`src/rtl/ure_pkg.sv`:
```
// ----------------------------------------------------------------------------
// ure_pkg: shared types and constants of the ultrasonic echo ranger
// register indexes, status codes, configuration and result records
// ----------------------------------------------------------------------------
package ure_pkg;

  localparam int unsigned CntW   = 16;
  localparam int unsigned ScaleW = 18;
  localparam int unsigned CfgW   = 18;
  localparam int unsigned CfgIdxW = 2;

  // register indexes
  localparam logic [CfgIdxW-1:0] CFG_TIMEOUT = 2'd0;
  localparam logic [CfgIdxW-1:0] CFG_TRIGGER = 2'd1;
  localparam logic [CfgIdxW-1:0] CFG_SETTLE  = 2'd2;
  localparam logic [CfgIdxW-1:0] CFG_SCALE   = 2'd3;

  // reset values of the registers
  localparam logic [15:0]       TIMEOUT_RST = 16'd30000;
  localparam logic [7:0]        TRIGGER_RST = 8'd10;
  localparam logic [7:0]        SETTLE_RST  = 8'd2;
  localparam logic [ScaleW-1:0] SCALE_RST   = 18'd112394;

  // result status codes
  localparam logic [1:0] ST_OK      = 2'd0;
  localparam logic [1:0] ST_NO_RISE = 2'd1;
  localparam logic [1:0] ST_STUCK   = 2'd2;

  typedef struct packed {
    logic [15:0]       timeout;
    logic [7:0]        trigger;
    logic [7:0]        settle;
    logic [ScaleW-1:0] scale;
  } cfg_t;

  // one result before the distance is attached
  typedef struct packed {
    logic            trigger;
    logic            busy;
    logic            done;
    logic [1:0]      status;
    logic [CntW-1:0] pulse;
  } res_t;

endpackage

```
`src/rtl/ure_if.sv`:
```
// ----------------------------------------------------------------------------
// ure_if: item channels of the ultrasonic echo ranger
// valid/ready channels for tick items and result items
// ----------------------------------------------------------------------------
interface ure_in_if;
  logic valid;
  logic ready;
  logic start_req;
  logic echo_level;

  modport source (output valid, output start_req, output echo_level, input ready);
  modport sink   (input valid, input start_req, input echo_level, output ready);
endinterface

interface ure_out_if;
  logic        valid;
  logic        ready;
  logic        trigger_out;
  logic        busy_res;
  logic        done_res;
  logic [1:0]  status;
  logic [15:0] pulse_us;
  logic [15:0] distance;

  modport source (output valid, output trigger_out, output busy_res, output done_res,
                  output status, output pulse_us, output distance, input ready);
  modport sink   (input valid, input trigger_out, input busy_res, input done_res,
                  input status, input pulse_us, input distance, output ready);
endinterface

```
`src/rtl/ultrasonic_echo_ranger.sv`:
```
// ----------------------------------------------------------------------------
// ultrasonic_echo_ranger: ultrasonic ranging sensor controller
// tick-driven trigger and echo timing with distance in 0.01 cm
// ----------------------------------------------------------------------------
// Each input item is one microsecond tick with a start request and the
// sampled echo level; each tick yields exactly one result item with the
// trigger level, busy, done, status, pulse width and distance. The block
// takes one item per clock cycle, sustained, whenever the result side keeps
// up. An item passes three register stages (input register, sequencer result
// register, output register after the distance multiplier), and its result is
// shown from the output register. The sequencer counter updates once per tick
// as the item leaves the input register, which is the only loop in the design.
// Configuration registers are written through cfg_we_i, cfg_idx_i and
// cfg_data_i only while no item is in flight: the user ensures it, not the block.
// ----------------------------------------------------------------------------
module ultrasonic_echo_ranger import ure_pkg::*; (
  input  logic               clk_i,
  input  logic               rst_ni,
  input  logic               cfg_we_i,
  input  logic [CfgIdxW-1:0] cfg_idx_i,
  input  logic [CfgW-1:0]    cfg_data_i,
  ure_in_if.sink             item_i,
  ure_out_if.source          res_o
);

  // configuration registers
  cfg_t cfg_q;

  always_ff @(posedge clk_i or negedge rst_ni) begin
    if (!rst_ni) begin
      cfg_q.timeout <= TIMEOUT_RST;
      cfg_q.trigger <= TRIGGER_RST;
      cfg_q.settle  <= SETTLE_RST;
      cfg_q.scale   <= SCALE_RST;
    end else if (cfg_we_i) begin
      unique case (cfg_idx_i)
        CFG_TIMEOUT: cfg_q.timeout <= cfg_data_i[15:0];
        CFG_TRIGGER: cfg_q.trigger <= cfg_data_i[7:0];
        CFG_SETTLE:  cfg_q.settle  <= cfg_data_i[7:0];
        CFG_SCALE:   cfg_q.scale   <= cfg_data_i[ScaleW-1:0];
        default:     cfg_q.timeout <= cfg_q.timeout;
      endcase
    end
  end

  // stage enables: a stage loads when it is empty or its item moves on
  logic in_vld_q, mid_vld_q, out_vld_q;
  logic out_en, mid_en, in_en;

  assign out_en       = !out_vld_q || res_o.ready;
  assign mid_en       = !mid_vld_q || out_en;
  assign in_en        = !in_vld_q || mid_en;
  assign item_i.ready = in_en;

  always_ff @(posedge clk_i or negedge rst_ni) begin
    if (!rst_ni) begin
      in_vld_q  <= 1'b0;
      mid_vld_q <= 1'b0;
      out_vld_q <= 1'b0;
    end else begin
      if (in_en)  in_vld_q  <= item_i.valid;
      if (mid_en) mid_vld_q <= in_vld_q;
      if (out_en) out_vld_q <= mid_vld_q;
    end
  end

  // input register
  logic start_q, echo_q;

  always_ff @(posedge clk_i) begin
    if (in_en) begin
      start_q <= item_i.start_req;
      echo_q  <= item_i.echo_level;
    end
  end

  // sequencer, advances once per tick item
  res_t res_d, res_q;
  logic adv;

  assign adv = in_vld_q && mid_en;

  ure_ctrl u_ctrl (
    .clk_i   (clk_i),
    .rst_ni  (rst_ni),
    .adv_i   (adv),
    .start_i (start_q),
    .echo_i  (echo_q),
    .cfg_i   (cfg_q),
    .res_o   (res_d)
  );

  always_ff @(posedge clk_i) begin
    if (mid_en) res_q <= res_d;
  end

  // distance from the registered pulse width; zero pulse gives zero distance
  logic [15:0] dist_w;

  ure_dist u_dist (
    .pulse_i (res_q.pulse),
    .scale_i (cfg_q.scale),
    .dist_o  (dist_w)
  );

  // output register
  res_t        out_q;
  logic [15:0] dist_q;

  always_ff @(posedge clk_i) begin
    if (out_en) begin
      out_q  <= res_q;
      dist_q <= dist_w;
    end
  end

  assign res_o.valid       = out_vld_q;
  assign res_o.trigger_out = out_q.trigger;
  assign res_o.busy_res    = out_q.busy;
  assign res_o.done_res    = out_q.done;
  assign res_o.status      = out_q.status;
  assign res_o.pulse_us    = out_q.pulse;
  assign res_o.distance    = dist_q;

  a_dist_zero: assert property (@(posedge clk_i) disable iff (!rst_ni)
    (out_vld_q && !(out_q.done && out_q.status == ST_OK)) |-> (dist_q == '0))
    else $error("distance outside an ok result");

  a_hold: assert property (@(posedge clk_i) disable iff (!rst_ni)
    (mid_vld_q && !mid_en) |=> (mid_vld_q && $stable(res_q)))
    else $error("stalled sequencer result changed");

  a_no_adv_stall: assert property (@(posedge clk_i) disable iff (!rst_ni)
    (!mid_en) |-> !adv) else $error("sequencer advanced into a full stage");

endmodule

```
`src/rtl/ure_ctrl.sv`:
```
// ----------------------------------------------------------------------------
// ure_ctrl: measurement sequencer
// settle, trigger, rise wait and fall wait with their tick counter
// ----------------------------------------------------------------------------
module ure_ctrl import ure_pkg::*; (
  input  logic clk_i,
  input  logic rst_ni,
  input  logic adv_i,
  input  logic start_i,
  input  logic echo_i,
  input  cfg_t cfg_i,
  output res_t res_o
);

  localparam logic [2:0] PH_IDLE   = 3'd0;
  localparam logic [2:0] PH_SETTLE = 3'd1;
  localparam logic [2:0] PH_TRIG   = 3'd2;
  localparam logic [2:0] PH_RISE   = 3'd3;
  localparam logic [2:0] PH_FALL   = 3'd4;

  logic [2:0]      phase_q, phase_d;
  logic [CntW-1:0] cnt_q, cnt_d;
  logic [2:0]      ph;
  logic [CntW-1:0] cnt;
  logic [CntW-1:0] cnt_inc;
  logic            expired;

  always_comb begin
    ph  = phase_q;
    cnt = cnt_q;
    // a start on an idle tick is already the first settle or trigger tick
    if ((phase_q == PH_IDLE || phase_q > PH_FALL) && start_i) begin
      cnt = '0;
      ph  = (cfg_i.settle != 8'd0) ? PH_SETTLE : PH_TRIG;
    end
    cnt_inc = cnt + 16'd1;
    expired = (cnt > cfg_i.timeout) || (cnt == 16'hFFFF);

    phase_d = ph;
    cnt_d   = cnt;
    res_o   = '0;
    unique case (ph)
      PH_SETTLE: begin
        res_o.busy = 1'b1;
        cnt_d      = cnt_inc;
        if (cnt_inc >= {8'd0, cfg_i.settle}) begin
          phase_d = PH_TRIG;
          cnt_d   = '0;
        end
      end
      PH_TRIG: begin
        res_o.busy    = 1'b1;
        res_o.trigger = 1'b1;
        cnt_d         = cnt_inc;
        if (cnt_inc >= {8'd0, cfg_i.trigger}) begin
          phase_d = PH_RISE;
          cnt_d   = '0;
        end
      end
      PH_RISE: begin
        res_o.busy = 1'b1;
        if (echo_i) begin
          phase_d = PH_FALL;
          cnt_d   = 16'd1;
        end else if (expired) begin
          res_o.done   = 1'b1;
          res_o.status = ST_NO_RISE;
          phase_d      = PH_IDLE;
          cnt_d        = '0;
        end else begin
          cnt_d = cnt_inc;
        end
      end
      PH_FALL: begin
        res_o.busy = 1'b1;
        if (!echo_i) begin
          res_o.done   = 1'b1;
          res_o.status = ST_OK;
          res_o.pulse  = cnt;
          phase_d      = PH_IDLE;
          cnt_d        = '0;
        end else if (expired) begin
          res_o.done   = 1'b1;
          res_o.status = ST_STUCK;
          phase_d      = PH_IDLE;
          cnt_d        = '0;
        end else begin
          cnt_d = cnt_inc;
        end
      end
      default: begin
        phase_d = PH_IDLE;
      end
    endcase
  end

  always_ff @(posedge clk_i or negedge rst_ni) begin
    if (!rst_ni) begin
      phase_q <= PH_IDLE;
      cnt_q   <= '0;
    end else if (adv_i) begin
      phase_q <= phase_d;
      cnt_q   <= cnt_d;
    end
  end

  a_done_busy: assert property (@(posedge clk_i) disable iff (!rst_ni)
    res_o.done |-> res_o.busy) else $error("done without busy");

  a_trig_not_done: assert property (@(posedge clk_i) disable iff (!rst_ni)
    res_o.trigger |-> !res_o.done) else $error("trigger on a done tick");

  a_done_idle: assert property (@(posedge clk_i) disable iff (!rst_ni)
    (adv_i && res_o.done) |=> (phase_q == PH_IDLE && cnt_q == '0))
    else $error("sequencer not idle after done");

  a_pulse_ok: assert property (@(posedge clk_i) disable iff (!rst_ni)
    (res_o.pulse != '0) |-> (res_o.done && res_o.status == ST_OK))
    else $error("pulse width outside an ok result");

endmodule

```
`src/rtl/ure_dist.sv`:
```
// ----------------------------------------------------------------------------
// ure_dist: distance scaling
// pulse width times Q16 scale, rounded half up, saturated to 16 bits
// ----------------------------------------------------------------------------
module ure_dist import ure_pkg::*; (
  input  logic [CntW-1:0]   pulse_i,
  input  logic [ScaleW-1:0] scale_i,
  output logic [15:0]       dist_o
);

  logic [CntW+ScaleW-1:0] prod;
  logic [CntW+ScaleW:0]   rnd;
  logic [CntW+ScaleW-16:0] whole;

  always_comb begin
    prod  = (CntW+ScaleW)'(pulse_i) * (CntW+ScaleW)'(scale_i);
    rnd   = {1'b0, prod} + (CntW+ScaleW+1)'(32768);
    whole = rnd[CntW+ScaleW:16];
    dist_o = (|whole[CntW+ScaleW-16:16]) ? 16'hFFFF : whole[15:0];
  end

endmodule
```
`src/flat_wrapper.sv`:
```
// flat-port wrapper written by rule: the top's interface ports become plain ports
module ultrasonic_echo_ranger_flat import ure_pkg::*;
  (clk_i, rst_ni, cfg_we_i, cfg_idx_i, cfg_data_i, item_i_valid, item_i_start_req, item_i_echo_level, item_i_ready, res_o_valid, res_o_trigger_out, res_o_busy_res, res_o_done_res, res_o_status, res_o_pulse_us, res_o_distance, res_o_ready);
  ure_in_if item_i_i ();
  ure_out_if res_o_i ();
  input  logic clk_i;
  input  logic rst_ni;
  input  logic cfg_we_i;
  input  logic [CfgIdxW-1:0] cfg_idx_i;
  input  logic [CfgW-1:0] cfg_data_i;
  input wire logic [$bits(item_i_i.valid)-1:0] item_i_valid;
  input wire logic [$bits(item_i_i.start_req)-1:0] item_i_start_req;
  input wire logic [$bits(item_i_i.echo_level)-1:0] item_i_echo_level;
  output wire logic [$bits(item_i_i.ready)-1:0] item_i_ready;
  output wire logic [$bits(res_o_i.valid)-1:0] res_o_valid;
  output wire logic [$bits(res_o_i.trigger_out)-1:0] res_o_trigger_out;
  output wire logic [$bits(res_o_i.busy_res)-1:0] res_o_busy_res;
  output wire logic [$bits(res_o_i.done_res)-1:0] res_o_done_res;
  output wire logic [$bits(res_o_i.status)-1:0] res_o_status;
  output wire logic [$bits(res_o_i.pulse_us)-1:0] res_o_pulse_us;
  output wire logic [$bits(res_o_i.distance)-1:0] res_o_distance;
  input wire logic [$bits(res_o_i.ready)-1:0] res_o_ready;
  assign item_i_i.valid = item_i_valid;
  assign item_i_i.start_req = item_i_start_req;
  assign item_i_i.echo_level = item_i_echo_level;
  assign item_i_ready = item_i_i.ready;
  assign res_o_valid = res_o_i.valid;
  assign res_o_trigger_out = res_o_i.trigger_out;
  assign res_o_busy_res = res_o_i.busy_res;
  assign res_o_done_res = res_o_i.done_res;
  assign res_o_status = res_o_i.status;
  assign res_o_pulse_us = res_o_i.pulse_us;
  assign res_o_distance = res_o_i.distance;
  assign res_o_i.ready = res_o_ready;
  ultrasonic_echo_ranger u_core (.clk_i(clk_i), .rst_ni(rst_ni), .cfg_we_i(cfg_we_i), .cfg_idx_i(cfg_idx_i), .cfg_data_i(cfg_data_i), .item_i(item_i_i), .res_o(res_o_i));
endmodule
```
`config.mk`:
```
export PLATFORM = sky130hd
export DESIGN_NAME = ultrasonic_echo_ranger_flat
export DESIGN_NICKNAME = d
export VERILOG_FILES = /design/src/rtl/ure_pkg.sv /design/src/rtl/ure_if.sv /design/src/rtl/ultrasonic_echo_ranger.sv /design/src/rtl/ure_ctrl.sv /design/src/rtl/ure_dist.sv /design/src/flat_wrapper.sv
export SDC_FILE = /design/constraint.sdc
export NUM_CORES = 1
export LEC_CHECK = 0
export BUFFER_PORTS_ARGS = -buffer_cell sky130_fd_sc_hd__buf_2
export CELL_PAD_IN_SITES_DETAIL_PLACEMENT = 1
export CELL_PAD_IN_SITES_GLOBAL_PLACEMENT = 2
export CORE_UTILIZATION = 45
export DETAILED_ROUTE_END_ITERATION = 6
export PLACE_DENSITY = 0.95
export SLEW_MARGIN = 20
export SYNTH_ARGS = -nofsm -noshare
export SYNTH_HDL_FRONTEND = slang
export SYNTH_SLANG_ARGS = --single-unit
```
`constraint.sdc`:
```
create_clock -name clk_i -period 12.8 [get_ports clk_i]
set_input_delay 1.92 -clock clk_i [delete_from_list [all_inputs] [get_ports clk_i]]
set_output_delay 1.92 -clock clk_i [all_outputs]
set_load 0.05 [all_outputs]
```
======== After elaboration in Yosys (flattened, before gate mapping) ========
Index checks and enable logic that the tools add are counted.
storage, ports and cells
  register bits after elaboration ......... 132
  bits of input ports ..................... 27
  output and inout bits ................... 39
  word-level logic and storage cells ...... 80
cells by class
  add/subtract/negate cells ............... 2
  multiply operators ...................... 1
  order comparisons ....................... 4
  eq/ne operators ......................... 8
  muxes and demuxes ....................... 22
  bitwise gates (word level) .............. 1
  reductions and logical operators ........ 20
operators with widths
  cell                                             count
  two-way mux 16 bit                               6
  one-hot mux 16 bit (4 select lines)              1
  adder 34 x 16 -> 35 bit (second input constant)  1
  multiplier 16 x 18 -> 34 bit                     1
  >= comparator 16 x 8 -> 1 bit                    2
  two-way mux 3 bit                                10
  adder 16 x 1 -> 16 bit (second input constant)   1
  == test 16 bit (second input constant)           1
  > comparator 16 bit                              1
  one-hot mux 3 bit (4 select lines)               1
  AND reduction 2 bit                              4
  nonzero test 8 bit                               1
  == test 3 x 2 -> 1 bit (second input constant)   2
  one-hot mux 3 bit (2 select lines)               1
  logical OR 1 bit                                 5
  == test 2 bit (second input constant)            2
  OR reduction 4 bit                               1
  == test 3 x 1 -> 1 bit (second input constant)   1
  == test 3 bit (second input constant)            1
  > comparator 3 bit (second input constant)       1
  zero test 1 bit                                  3
  zero test 3 bit                                  1
  OR reduction 3 bit                               1
  == test 2 x 1 -> 1 bit (second input constant)   1
  other kinds (6)                                  8

======== Longest topological paths before layout ========
  word-level depth ........................ 9
  mapped depth ............................ 23
  mapped depth without buffers ............ 21

======== Cells and area by module ========
From an unflattened synthesis, not the netlist that was laid out.
unflattened totals
  cell total of the unflattened synthesis .. 1,645
  area total of the unflattened synthesis .. 16,141.7 um^2
by module, submodules not included
  module                  instances  cells an instance  area an instance (um^2)  seq. area each (um^2)
  ure_dist                1          1,118              9,694.3                  0.0
  ultrasonic_echo_ranger  1          177                3,826.2                  3,151.8
  ure_ctrl                1          350                2,621.3                  475.5

======== Worst setup path before layout ========
No wires, ideal clock.
  path type ............................... register to register
  start point ............................. register u_core.cfg_q[12] (netlist bit)
  end point ............................... register u_core.dist_q[14], in the netlist u_core.res_o.distance[14] (data pin)
  setup time .............................. 281 ps
  arrival ................................. 6,390 ps
  data required time ...................... 12,519 ps
  setup slack ............................. 6,129 ps
  cell stages (with the launch flop) ...... 21
  buffers on the path ..................... 2
  period minus slack after synthesis ...... 6,671 ps
  cell sequence ........................... dfstp_2 -> clkbuf_1 -> nand2_1 -> fa_1 -> fa_1 -> inv_1 -> fa_1 -> inv_1 -> fa_1 -> fa_1 -> fa_1 -> inv_1 -> ha_1 -> a21oi_1 -> o21ai_0 -> nor2_1 -> a211oi_1 -> a2111oi_0 -> a311oi_1 -> clkbuf_1 -> nand4_1
on the way
  longest elaborated chain between the ends .. 3
ends and longest elaborated chain
  item                              RTL line                       RTL
  start, declared                   ultrasonic_echo_ranger.sv:27   cfg_t cfg_q;
  multiplier 16 x 18 -> 34 bit (*)  ure_dist.sv:16                 prod = (CntW+ScaleW)'(pulse_i) * (CntW+ScaleW)'(scale_i);
  adder 34 x 16 -> 35 bit (*)       ure_dist.sv:17                 rnd = {1'b0, prod} + (CntW+ScaleW+1)'(32768);
  OR reduction 3 bit                ure_dist.sv:19                 dist_o = (|whole[CntW+ScaleW-16:16]) ? 16'hFFFF : whole[15:0];
  end signal, assigned              ultrasonic_echo_ranger.sv:113  dist_q <= dist_w;
  end, declared                     ultrasonic_echo_ranger.sv:108  logic [15:0] dist_q;
Mark *: on every way between the ends. The rest lies on a longest branch, timed or not.
A chain may end at the register's enable or synchronous reset.

======== Worst setup path in the final report ========
  start point ............................. register u_core.res_q[8] (netlist bit)
  end point ............................... register u_core.dist_q[10], in the netlist u_core.res_o.distance[10] (data pin)
on the way
  longest elaborated chain between the ends .. 3
ends and longest elaborated chain
  item                              RTL line                      RTL
  start, declared                   ultrasonic_echo_ranger.sv:78  res_t res_d, res_q;
  start signal, assigned            ultrasonic_echo_ranger.sv:94  if (mid_en) res_q <= res_d;
  multiplier 16 x 18 -> 34 bit (*)  ure_dist.sv:16
  adder 34 x 16 -> 35 bit (*)       ure_dist.sv:17
  OR reduction 3 bit                ure_dist.sv:19
Marked as above.

==> results.tsv <==
stage	metric	value	unit
setup_path	worst_ep_required_time	12.94	ns
yosys	ys.flop_type	edfxtp_1	
yosys	yosys_register_bits	132	
yosys	synth_cells	1681	
power_and_ir_drop	power.density	244	mW/mm^2
route	drc	0	
clock_network	cts_tree	yes	
clock_network	post-cts-setup-buffers	0	
clock_network	clockBufferDepth	2	
setup_path	cp-end-kind	register	
route	drt_iter0_drc	601	
clock_network	clockRootBuffer	clkbuf_16	
power_and_ir_drop	p_leak	8.58	nW
cells_and_area	utilization	49.3	%
grt	grt_first_pass_wirelength	75.3	mm
sta	rsz0062_at_grt	no	
yosys	synthTopCellsByArea	fa_1, ha_1, edfxtp_1	
yosys	async_flop_share	54.5	%
route	vias_per_cell	5.58	
setup_path	crit_type	reg2reg	
cells_and_area	fin_nets	2119	
yosys	ys.warnings.count	0	
sta	worst_slew_pin_slew	1.15	ns
power_and_ir_drop	ir_worst_vdd	246	uV
run	drv_cap	0	
clock_network	postCtsResizedCells	0	
setup_path	cp_common_cell	fa_1	
yosys	synth_common_cells	inv_1, nand2_1, fa_1	
yosys	yosysSeqAreaShare	22.4	%
place	dpl_cell_area	0.0168	sq mm
yosys	netlist_area	0.0162	sq mm
clock_network	h-tree-depth	4	
place	globalplace.congestion	0.880	
route	route.vias.total	12200	
sta	slew_violations	0	
yosys	netlist.area_leader.share	27.4	%
sta	tns	0	ns
yosys	yosysUniqueCellTypes	74	
grt	track_usage	27.2	%
yosys	synth_enable_flop_cells	60	
hold_path	min_path_type	reg2reg	
cells_and_area	syn2layout_area_growth	8.00	%
sta	period_minus_slack	7.53	ns
place	dpl.hpwl	36.8	mm
grt	grt_pass1_vias	14000	
route	avgRoutedWirePerCell	21.5	um
outcome	status	complete, no violations	
floorplan	row_count	69	
route	detail_route.wirelength	47.1	mm
route	antenna_left	0	
floorplan	start_util	45.6	%
setup_path	crit_path_max_fanout	19	
sta	slew-limit-headroom	23.3	%
yosys	avgSynthCellArea	9.63	sq um
cells_and_area	final_cell_area	0.0175	sq mm
floorplan	fp.dieH	192	um
floorplan	pin_count	66	
setup_path	critPathArrivalTime	7.67	ns
place	portBuffers	65	
clock_network	clk_latency	0.44	ns
setup_path	start_kind	register	
sta	fin_crit_sh	58.8	%
sta	worst_clock_skew	0.00745	ns
clock_network	ctsHoldBuffers	0	
grt	antenna_found_initial	0	
setup_path	max_stage_delay	0.93	ns
cells_and_area	diodes	0	
grt	grt-ovfl-total	0	
setup_path	cp_cell_sequence	nand2_1 > fa_1 > inv_1 > fa_1 > fa_1 > fa_1 > fa_1 > inv_1 > fa_1 > inv_1 > ha_1 > nand2_1 > o21ai_0 > nor2_1 > a211oi_1 > a2111oi_0 > a311oi_2 > nand4_1	
sta	hold_violations	0	
setup_path	reg2reg_slack	5.27	ns
yosys	synth.largest_area_cell	fa_1	
route	first_pass_iters	5	
grt	grt_max_degree	73	
floorplan	core	0.0355	sq mm
floorplan	fp.dieW	192	um
yosys	post-synth-top-count-cell	inv_1	
clock_network	cts_buffers	17	
clock_network	clock_sinks	132	
cells_and_area	drive_above_1_share	10.6	%
floorplan	dieArea	0.0368	sq mm
setup_path	cp_slowest_cell	a311oi_2	
sta	setup_viol	0	
clock_network	cts.clk_slew.worst_paths	0.06	ns
yosys	syn-num-nets	2084	
sta	max_freq	133	MHz
per-layer routing:
metal / global-route usage (%) / share of wire (%) / vias to the layer above
li1: - / - / 5460
met1: 31.0 / 38 / 6314
met2: 49.8 / 53 / 327
met3: 3.31 / 3.8 / 118
met4: 13.2 / 4.6 / 0
met5: 0 / 0 / -
cell families after synthesis:
logic type                 after synthesis  synth area share, %
xor gates and xnor gates                29                 1.57
AOI/OAI and AO/OA                      167                 7.15
muxes                                   37                 2.56
and+or+nand+nor                        572                 17.7
buffers and inverters                  368                 9.30
DFF                                    132                 22.4
adders and majority gates              376                 39.3
area by class of cell:
cell class                 count  area, sq um
clock buffer                  17          425
fill                        4024        18000
clock inverter                15          200
inverter                     308         1160
tap                          461          577
multi-input combinational   1181        11100
sequential                   132         3630
timing repair buffer          76          410
report_power, final:
part / switching, W / total [W] / internal, W
sequential: 0.000124 / 0.000728 / 0.000604
clock: 0.000205 / 0.000532 / 0.000327
combinational: 0.00186 / 0.00301 / 0.00115
total: 0.00219 / 0.00427 / 0.00209
state kept, by name (all words and copies together) (netlist names), 2 cells and up:
register and cells:
u_core.cfg_q 50, u_core.res_q 21, u_core.res_o.distance 16, u_core.res_o.pulse_us 16, u_core.u_ctrl.cnt_q 16, u_core.u_ctrl.phase_q 3, u_core.res_o.status 2
worst max-delay path, delay by kind of cell, from the launching register on:
family          cells  cell delay [ns]
flops               1             0.87
buf+inv             3             0.14
simple gates        4             0.55
compound gates      4             2.19
fa+ha+maj           7             3.44
metrics by stage:
stage                     std cells  power, W  hold WS (ns)  setup slack, ns
after floorplan                1681   0.00283         0.400             6.13
after global placement         2158   0.00362         0.415             5.47
after detailed placement       2158   0.00373         0.410             5.30
after CTS                      2190   0.00430         0.435             5.25
after global routing           2190   0.00464         0.448             4.78
final                          2190   0.00427         0.434             5.27
cell usage in the layout (no fill, tap or decap), types with 8 or more instances in the layout:
cell type  instances
a211oi_1           9
a21o_1             8
a21oi_1           30
and2_1           159
buf_2             64
buf_4             12
clkbuf_16         17
dfrtp_1           53
dfstp_2           19
edfxtp_1          60
fa_1             222
ha_1             154
inv_1            308
mux2_2            35
nand2_1          227
nand2b_1          10
nand3_1           27
nand4_1           30
nor2_1            52
nor3_1            17
nor4_1            10
o21ai_0           49
xnor2_1           14
xor2_1            13
final timing paths:
path	start	to	cells past startpoint
min reg2reg	u_core.res_q[18]	u_core.res_o.done_res	0
max reg2reg	u_core.res_q[8]	u_core.res_o.distance[10]	18
min	u_core.res_q[18]	u_core.res_o.done_res	0
max in group asynchronous	rst_ni	u_core.in_vld_q	1
min in group asynchronous	rst_ni	u_core.cfg_q[43]	1
max	u_core.res_q[8]	u_core.res_o.distance[10]	18
(Power assumes the default switching activity.)
